===== config.mk =====
export PLATFORM = sky130hd
export DESIGN_NAME = sorted_record_table
export DESIGN_NICKNAME = d
export VERILOG_FILES = /design/src/rtl/srt_pkg.sv /design/src/rtl/srt_ctrl.sv /design/src/rtl/srt_dp.sv /design/src/rtl/sorted_record_table.sv
export SDC_FILE = /design/constraint.sdc
export NUM_CORES = 2
export LEC_CHECK = 0
export BUFFER_PORTS_ARGS = -buffer_cell sky130_fd_sc_hd__buf_2
export CAP_MARGIN = 30
export CORE_ASPECT_RATIO = 0.9
export CORE_UTILIZATION = 45
export CTS_CLUSTER_DIAMETER = 120
export DETAILED_ROUTE_END_ITERATION = 6
export GPL_TIMING_DRIVEN = 0
export SLEW_MARGIN = 20
export SYNTH_ARGS = -nofsm -noshare
export SYNTH_HDL_FRONTEND = slang
export SYNTH_HIERARCHICAL = 1
export SYNTH_SLANG_ARGS = --single-unit

===== constraint.sdc =====
create_clock -name aclk -period 15.65 [get_ports aclk]
set_input_delay 0.7825 -clock aclk [delete_from_list [all_inputs] [get_ports aclk]]
set_output_delay 0.7825 -clock aclk [all_outputs]
set_load 0.05 [all_outputs]

===== src/rtl/srt_pkg.sv =====
// Shared types, codes and widths for the sorted record table.
`default_nettype none
package srt_pkg;

    localparam int DEPTH_DEF = 16;
    localparam int TDATA_W   = 56;
    localparam int NAME_W    = 3;
    localparam int AGE_W     = 7;
    localparam int IDENT_W   = 14;
    localparam int CENTS_W   = 20;
    localparam int KEY_W     = 5;
    localparam int POS_W     = 4;
    localparam int FILL_W    = 5;
    localparam int STATUS_W  = 2;

    typedef enum logic {
        CMD_INSERT = 1'b0,
        CMD_REMOVE = 1'b1
    } cmd_t;

    typedef enum logic [STATUS_W-1:0] {
        ST_DONE  = 2'd0,
        ST_EMPTY = 2'd1,
        ST_FULL  = 2'd2
    } status_t;

    typedef enum logic [1:0] {
        S_IDLE,
        S_EXEC,
        S_RESP
    } state_t;

    typedef struct packed {
        logic [KEY_W-1:0]   key;
        logic [CENTS_W-1:0] cents;
        logic [IDENT_W-1:0] ident;
        logic [AGE_W-1:0]   age;
        logic [NAME_W-1:0]  name;
    } rec_t;

    typedef struct packed {
        logic capture;
        logic execute;
    } ctrl_cmd_t;

endpackage
`default_nettype wire


===== src/rtl/srt_ctrl.sv =====
// Controller state machine for the sorted record table.
`default_nettype none
module srt_ctrl (
    input  wire logic               aclk,
    input  wire logic               aresetn,
    input  wire logic               s_tvalid,
    output logic                    s_tready,
    output logic                    m_tvalid,
    input  wire logic               m_tready,
    output srt_pkg::ctrl_cmd_t      cmd
);

    srt_pkg::state_t state_reg;
    srt_pkg::state_t state_next;

    always_ff @(posedge aclk) begin
        if (!aresetn) begin
            state_reg <= srt_pkg::S_IDLE;
        end else begin
            state_reg <= state_next;
        end
    end

    always_comb begin
        state_next = state_reg;
        case (state_reg)
            srt_pkg::S_IDLE: begin
                if (s_tvalid) begin
                    state_next = srt_pkg::S_EXEC;
                end
            end
            srt_pkg::S_EXEC: begin
                state_next = srt_pkg::S_RESP;
            end
            srt_pkg::S_RESP: begin
                if (m_tready) begin
                    state_next = s_tvalid ? srt_pkg::S_EXEC : srt_pkg::S_IDLE;
                end
            end
            default: begin
                state_next = srt_pkg::S_IDLE;
            end
        endcase
    end

    always_comb begin
        s_tready    = 1'b0;
        m_tvalid    = 1'b0;
        cmd.execute = 1'b0;
        case (state_reg)
            srt_pkg::S_IDLE: begin
                s_tready = 1'b1;
            end
            srt_pkg::S_EXEC: begin
                cmd.execute = 1'b1;
            end
            srt_pkg::S_RESP: begin
                m_tvalid = 1'b1;
                s_tready = m_tready;
            end
            default: begin
                s_tready = 1'b0;
            end
        endcase
        cmd.capture = s_tvalid && s_tready;
    end

endmodule
`default_nettype wire


===== src/rtl/srt_dp.sv =====
// Datapath of the sorted record table: entry cells, count and result register.
`default_nettype none
module srt_dp #(
    parameter int DEPTH = srt_pkg::DEPTH_DEF
) (
    input  wire logic                         aclk,
    input  wire logic                         aresetn,
    input  wire srt_pkg::ctrl_cmd_t           cmd,
    input  wire logic [srt_pkg::TDATA_W-1:0]  s_tdata,
    input  wire logic                         s_tuser,
    output logic      [srt_pkg::TDATA_W-1:0]  m_tdata,
    output logic      [srt_pkg::STATUS_W-1:0] m_tuser
);

    localparam int CW = $clog2(DEPTH + 1);
    localparam int IW = (DEPTH > 1) ? $clog2(DEPTH) : 1;

    srt_pkg::cmd_t               cmd_reg;
    srt_pkg::rec_t               rec_reg;
    logic [srt_pkg::POS_W-1:0]   pos_reg;
    logic [CW-1:0]               count_reg;
    logic [CW-1:0]               count_next;
    srt_pkg::rec_t               cell_reg  [DEPTH];
    srt_pkg::rec_t               cell_next [DEPTH];
    logic [DEPTH-1:0]            lt;
    logic                        full;
    logic                        empty;
    logic                        pos_past;
    logic [IW-1:0]               sel_idx;
    srt_pkg::rec_t               sel_rec;
    srt_pkg::rec_t               out_rec_reg;
    srt_pkg::rec_t               out_rec_next;
    srt_pkg::status_t            out_st_reg;
    srt_pkg::status_t            out_st_next;
    logic [srt_pkg::FILL_W-1:0]  out_fill_reg;

    assign full     = (count_reg == CW'(DEPTH));
    assign empty    = (count_reg == '0);
    assign pos_past = (CW + srt_pkg::POS_W)'(pos_reg) >= (CW + srt_pkg::POS_W)'(count_reg);
    assign sel_idx  = pos_past ? IW'(count_reg - CW'(1)) : IW'(pos_reg);
    assign sel_rec  = cell_reg[sel_idx];

    // hold request fields
    always_ff @(posedge aclk) begin
        if (cmd.capture) begin
            cmd_reg <= srt_pkg::cmd_t'(s_tuser);
            rec_reg <= srt_pkg::rec_t'(s_tdata[srt_pkg::KEY_W + srt_pkg::CENTS_W
                        + srt_pkg::IDENT_W + srt_pkg::AGE_W + srt_pkg::NAME_W - 1:0]);
            pos_reg <= s_tdata[52:49];
        end
    end

    genvar i;
    generate
        for (i = 0; i < DEPTH; i++) begin : g_cell
            assign lt[i] = (CW'(i) < count_reg) && (cell_reg[i].key < rec_reg.key);

            always_comb begin
                cell_next[i] = cell_reg[i];
                if (cmd_reg == srt_pkg::CMD_INSERT) begin
                    if (!full && !lt[i]) begin
                        if (i == 0) begin
                            cell_next[i] = rec_reg;
                        end else if (lt[(i > 0) ? i - 1 : 0]) begin
                            cell_next[i] = rec_reg;
                        end else begin
                            cell_next[i] = cell_reg[(i > 0) ? i - 1 : 0];
                        end
                    end
                end else begin
                    if (!empty && (i < DEPTH - 1) && (CW'(i) >= CW'(sel_idx))) begin
                        cell_next[i] = cell_reg[(i < DEPTH - 1) ? i + 1 : i];
                    end
                end
            end

            always_ff @(posedge aclk) begin
                if (cmd.execute) begin
                    cell_reg[i] <= cell_next[i];
                end
            end
        end
    endgenerate

    always_comb begin
        count_next   = count_reg;
        out_rec_next = '0;
        out_st_next  = srt_pkg::ST_DONE;
        case (cmd_reg)
            srt_pkg::CMD_INSERT: begin
                if (full) begin
                    out_st_next = srt_pkg::ST_FULL;
                end else begin
                    count_next = CW'(count_reg + CW'(1));
                end
            end
            srt_pkg::CMD_REMOVE: begin
                if (empty) begin
                    out_st_next = srt_pkg::ST_EMPTY;
                end else begin
                    out_rec_next = sel_rec;
                    count_next   = CW'(count_reg - CW'(1));
                end
            end
            default: begin
                count_next = count_reg;
            end
        endcase
    end

    always_ff @(posedge aclk) begin
        if (!aresetn) begin
            count_reg <= '0;
        end else if (cmd.execute) begin
            count_reg <= count_next;
        end
    end

    always_ff @(posedge aclk) begin
        if (cmd.execute) begin
            out_rec_reg  <= out_rec_next;
            out_st_reg   <= out_st_next;
            out_fill_reg <= srt_pkg::FILL_W'(count_next);
        end
    end

    assign m_tdata = {2'b00, out_fill_reg, out_rec_reg.key, out_rec_reg.cents,
                      out_rec_reg.ident, out_rec_reg.age, out_rec_reg.name};
    assign m_tuser = out_st_reg;

endmodule
`default_nettype wire


===== src/rtl/sorted_record_table.sv =====
// Top level of the sorted record table.
//
//  group  dir  payload
//  s_*    in   tuser: cmd | tdata: name, age, ident, cents, key, position
//  m_*    out  tuser: status | tdata: name, age, ident, cents, key, fill
//
//  Each request is latched first; then every cell compares its key and
//  shifts in parallel, and the result register then holds the outcome.
//  A new request is taken in the cycle the result is taken, so the table
//  never takes a new request before the last result has been taken.
//  Reset clears the entry count and the controller; entry cells need none.
//  A stalled result blocks the next request from executing.
`default_nettype none
module sorted_record_table #(
    parameter int DEPTH = srt_pkg::DEPTH_DEF
) (
    input  wire logic                         aclk,
    input  wire logic                         aresetn,
    input  wire logic                         s_tvalid,
    output logic                              s_tready,
    // [2:0] name, [9:3] age, [23:10] ident, [43:24] cents, [48:44] key, [52:49] position
    input  wire logic [srt_pkg::TDATA_W-1:0]  s_tdata,
    // [0] cmd
    input  wire logic                         s_tuser,
    output logic                              m_tvalid,
    input  wire logic                         m_tready,
    // [2:0] name, [9:3] age, [23:10] ident, [43:24] cents, [48:44] key, [53:49] fill
    output logic      [srt_pkg::TDATA_W-1:0]  m_tdata,
    // [1:0] status
    output logic      [srt_pkg::STATUS_W-1:0] m_tuser
);

    srt_pkg::ctrl_cmd_t cmd;

    srt_ctrl u_ctrl (
        .aclk     (aclk),
        .aresetn  (aresetn),
        .s_tvalid (s_tvalid),
        .s_tready (s_tready),
        .m_tvalid (m_tvalid),
        .m_tready (m_tready),
        .cmd      (cmd)
    );

    srt_dp #(
        .DEPTH (DEPTH)
    ) u_dp (
        .aclk    (aclk),
        .aresetn (aresetn),
        .cmd     (cmd),
        .s_tdata (s_tdata),
        .s_tuser (s_tuser),
        .m_tdata (m_tdata),
        .m_tuser (m_tuser)
    );

endmodule
`default_nettype wire


==> results.cfg <==
[synthesis]
synth_xor_area_share_pct = 0.0670
ys.flop_type = edfxtp_1
syn_area_sq_um = 52300
synth_top_area_share_pct = 51.3
syn_inst = 5275
synth_fa_ha_area_share_pct = 1.70
muxShareOfSynthArea_pct = 15.3
synth_top_family_by_area = multiplexers
syn_area_per_cell_sq_um = 9.91
ys_top_cells_by_area = edfxtp_1, mux2i_1, nand2_1, o21ai_1, o21ai_0
async_reset_ff_share_pct = 0
seq_area_frac_synth_pct = 51.6
yosysTopAreaCell = edfxtp_1
synth_cell_types = 63
synth_edf_count = 894
synth_compound_area_share_pct = 12.4
yosys.area_share.simple_pct = 13.8
yosys_warnings = 6
ys_ff_latch = 901

[detailed_routing]
routed-wl-met3_microns = 28100
drc_errors = 5
wl_met1_microns = 85300
wirelength_microns = 213000
top_layer_used = met4
drtIter0Drc = 6844
vias = 45000
vias_per_cell = 6.29
wl_met2_microns = 89400
dr.pass1.iters = 7
wire_per_inst_microns = 29.8
drtAntennaViolNets = 0

[cells_and_area]
mostFrequentLayoutCells = nand2_1, edfxtp_1, mux2i_1
layout_commonest_cell = nand2_1
syn2layout_area_growth_pct = 13.7
largest_register_ff_count = 784
seqCellArea_sq_um = 27000
fill_cells = 10600
multiInputGateArea_sq_um = 22800
drive_gt1_share_pct = 10.9
final_nets = 5701
final_area_sq_um = 59400

[place]
dpl_cell_area_sq_um = 56300
dp_hpwl_microns = 158000
post-place-ws_ns = 10.83
routabilityCongestion = 0.962
portBuffers = 115

[clock_network]
cts_resized = 0
h-tree-depth = 3
cts.sinks = 901
cts_buffer_depth = 3
clkTransAtPathRegs_ns = 0.06
root_buffer = clkbuf_16
cts_hold_buf = 0
cts_tree = done
post_cts_buffers = 0
cts_inserted_buffers = 101
clk_latency_ns = 0.74

[sta]
tightest_slew_ns = 1.12
setup_ws_ns = 10.58
drv_slew = 0
period_share_pct = 32.4
setup_viol = 0
rsz0062_at_grt = no
tns_ns = 0
hold_slack_ns = 0.219
hold_viol = 0
slew_headroom_pct = 25.1
skew_ns = 0.0337
fin_crit_ns = 5.07
fmax_mhz = 197

[power]
peakVddDrop_v = 0.0000978
leakage_nw = 25.5
p_per_area_nw_per_um2 = 111

[floorplanning]
rows = 118
dieWidth_microns = 361
io_pins = 121
die_area_sq_um = 118000
start_util_pct = 45.4
core_sq_um = 115000
fp.dieH_microns = 325

[worst_setup_path]
worstPathCellList = buf_2 > inv_1 > ha_1 > a21oi_1 > o21a_1 > mux2i_1 > and2_1 > buf_2 > buf_2 > buf_2 > a211oi_1 > o21ai_4 > buf_16 > buf_16
crit_slowest_cell = o21ai_4
cp-start-kind = register
slowest_delay_ns = 0.73
crit_fanout = 18
r2r_slack_ns = 10.58
end_kind = register
path_class = reg -> reg
critPathMostFrequentCell = buf_2
required_ns = 16.07
arrival_ns = 5.49

[grt]
grt_pass1_wl_microns = 302000
first_global_vias = 42100
grt_overflow = 0
antenna_found_initial = 5
grt_util_all_layers_pct = 35.4
grt_max_degree = 34

[run_status]
violations = design-rule violations
status = complete, but fails checks

[min_path]
hp-class = in -> reg

[flow_run]
cap_viol_max_count = 0
[power breakdown]
part	internal, mW	total (mW)	switching, mW
logic	0.386	1.36	0.973
registers	2.81	2.91	0.0994
clock network	1.30	2.34	1.04
[cells in the mapped netlist, drive strengths merged (2+ instances only)]
| library cell | count |
|---|---|
| a211o | 9 |
| a211oi | 4 |
| a21o | 46 |
| a21oi | 297 |
| a221o | 6 |
| a22oi | 2 |
| a31oi | 4 |
| and2 | 3 |
| buf | 232 |
| clkbuf | 237 |
| dfxtp | 7 |
| edfxtp | 894 |
| ha | 71 |
| inv | 15 |
| mux2 | 92 |
| mux2i | 696 |
| nand2 | 1486 |
| nand2b | 18 |
| nand3 | 175 |
| nand3b | 2 |
| nand4 | 48 |
| nor2 | 24 |
| nor2b | 10 |
| nor3 | 10 |
| nor3b | 4 |
| o2111ai | 2 |
| o211a | 3 |
| o21a | 3 |
| o21ai | 849 |
| o22ai | 2 |
| o31ai | 2 |
| or2 | 3 |
| xnor2 | 3 |
[area by class of cell]
cell class	instances	share of cell area, %
Antenna cell	8	0.0337
Buffer	469	4.44
Clock buffer	128	4.49
Clock inverter	54	0.732
Inverter	15	0.0947
Multi-Input combinational cell	3891	38.4
Sequential cell	901	45.4
Tap cell	1500	3.16
Timing Repair Buffer	190	3.26
[worst paths after layout]
kind | end | cells after the start | startpoint
setup / recovery | u_dp/cell_reg[12][21]$_DFFE_PP_ | 14 | u_dp/count_reg[1]$_SDFFE_PN0P_
hold / removal | u_dp/rec_reg[24]$_DFFE_PP_ | 1 | s_tdata[24]
setup reg to reg | u_dp/cell_reg[12][21]$_DFFE_PP_ | 14 | u_dp/count_reg[1]$_SDFFE_PN0P_
hold reg to reg | u_dp/cell_reg[14][22]$_DFFE_PP_ | 2 | u_dp/cell_reg[15][22]$_DFFE_PP_
[through the flow]
step | cells | power (mW) | utilization, %
floorplan | 5276 | 3.68 | -
CTS | 7144 | 6.57 | 51.6
detailed placement | 6962 | 4.25 | 48.9
global route | 7148 | 6.78 | 51.6
finish | 7156 | 6.61 | 51.6
global placement | 6891 | 4.20 | 47.5
[critical path: cells and delay by family (launching register included)]
| family | cells | cell delay, ns |
|---|---|---|
| multiplexers | 1 | 0.25 |
| AO/OA/AOI/OAI | 4 | 1.39 |
| adder cells (fa/ha/maj) | 1 | 0.20 |
| AND/OR/NAND/NOR | 1 | 0.14 |
| flip-flops | 1 | 0.37 |
| buffers and inverters | 7 | 2.34 |
[logic make-up after synthesis]
group                      after synthesis
AOI/OAI and AO/OA                     1238
xor gates and xnor gates                 4
adders and majority gates               71
buffers and inverters                  484
DFF                                    901
muxes                                  788
other                                    1
and+or+nand+nor                       1788
[metal layers]
layer  up-vias  GRT usage, %
met5         -             0
met4         0          15.0
met3       502          9.68
met2      3116          51.6
met1     21900          49.5
li1      19500             -
Power figures use the tool's default switching activity.
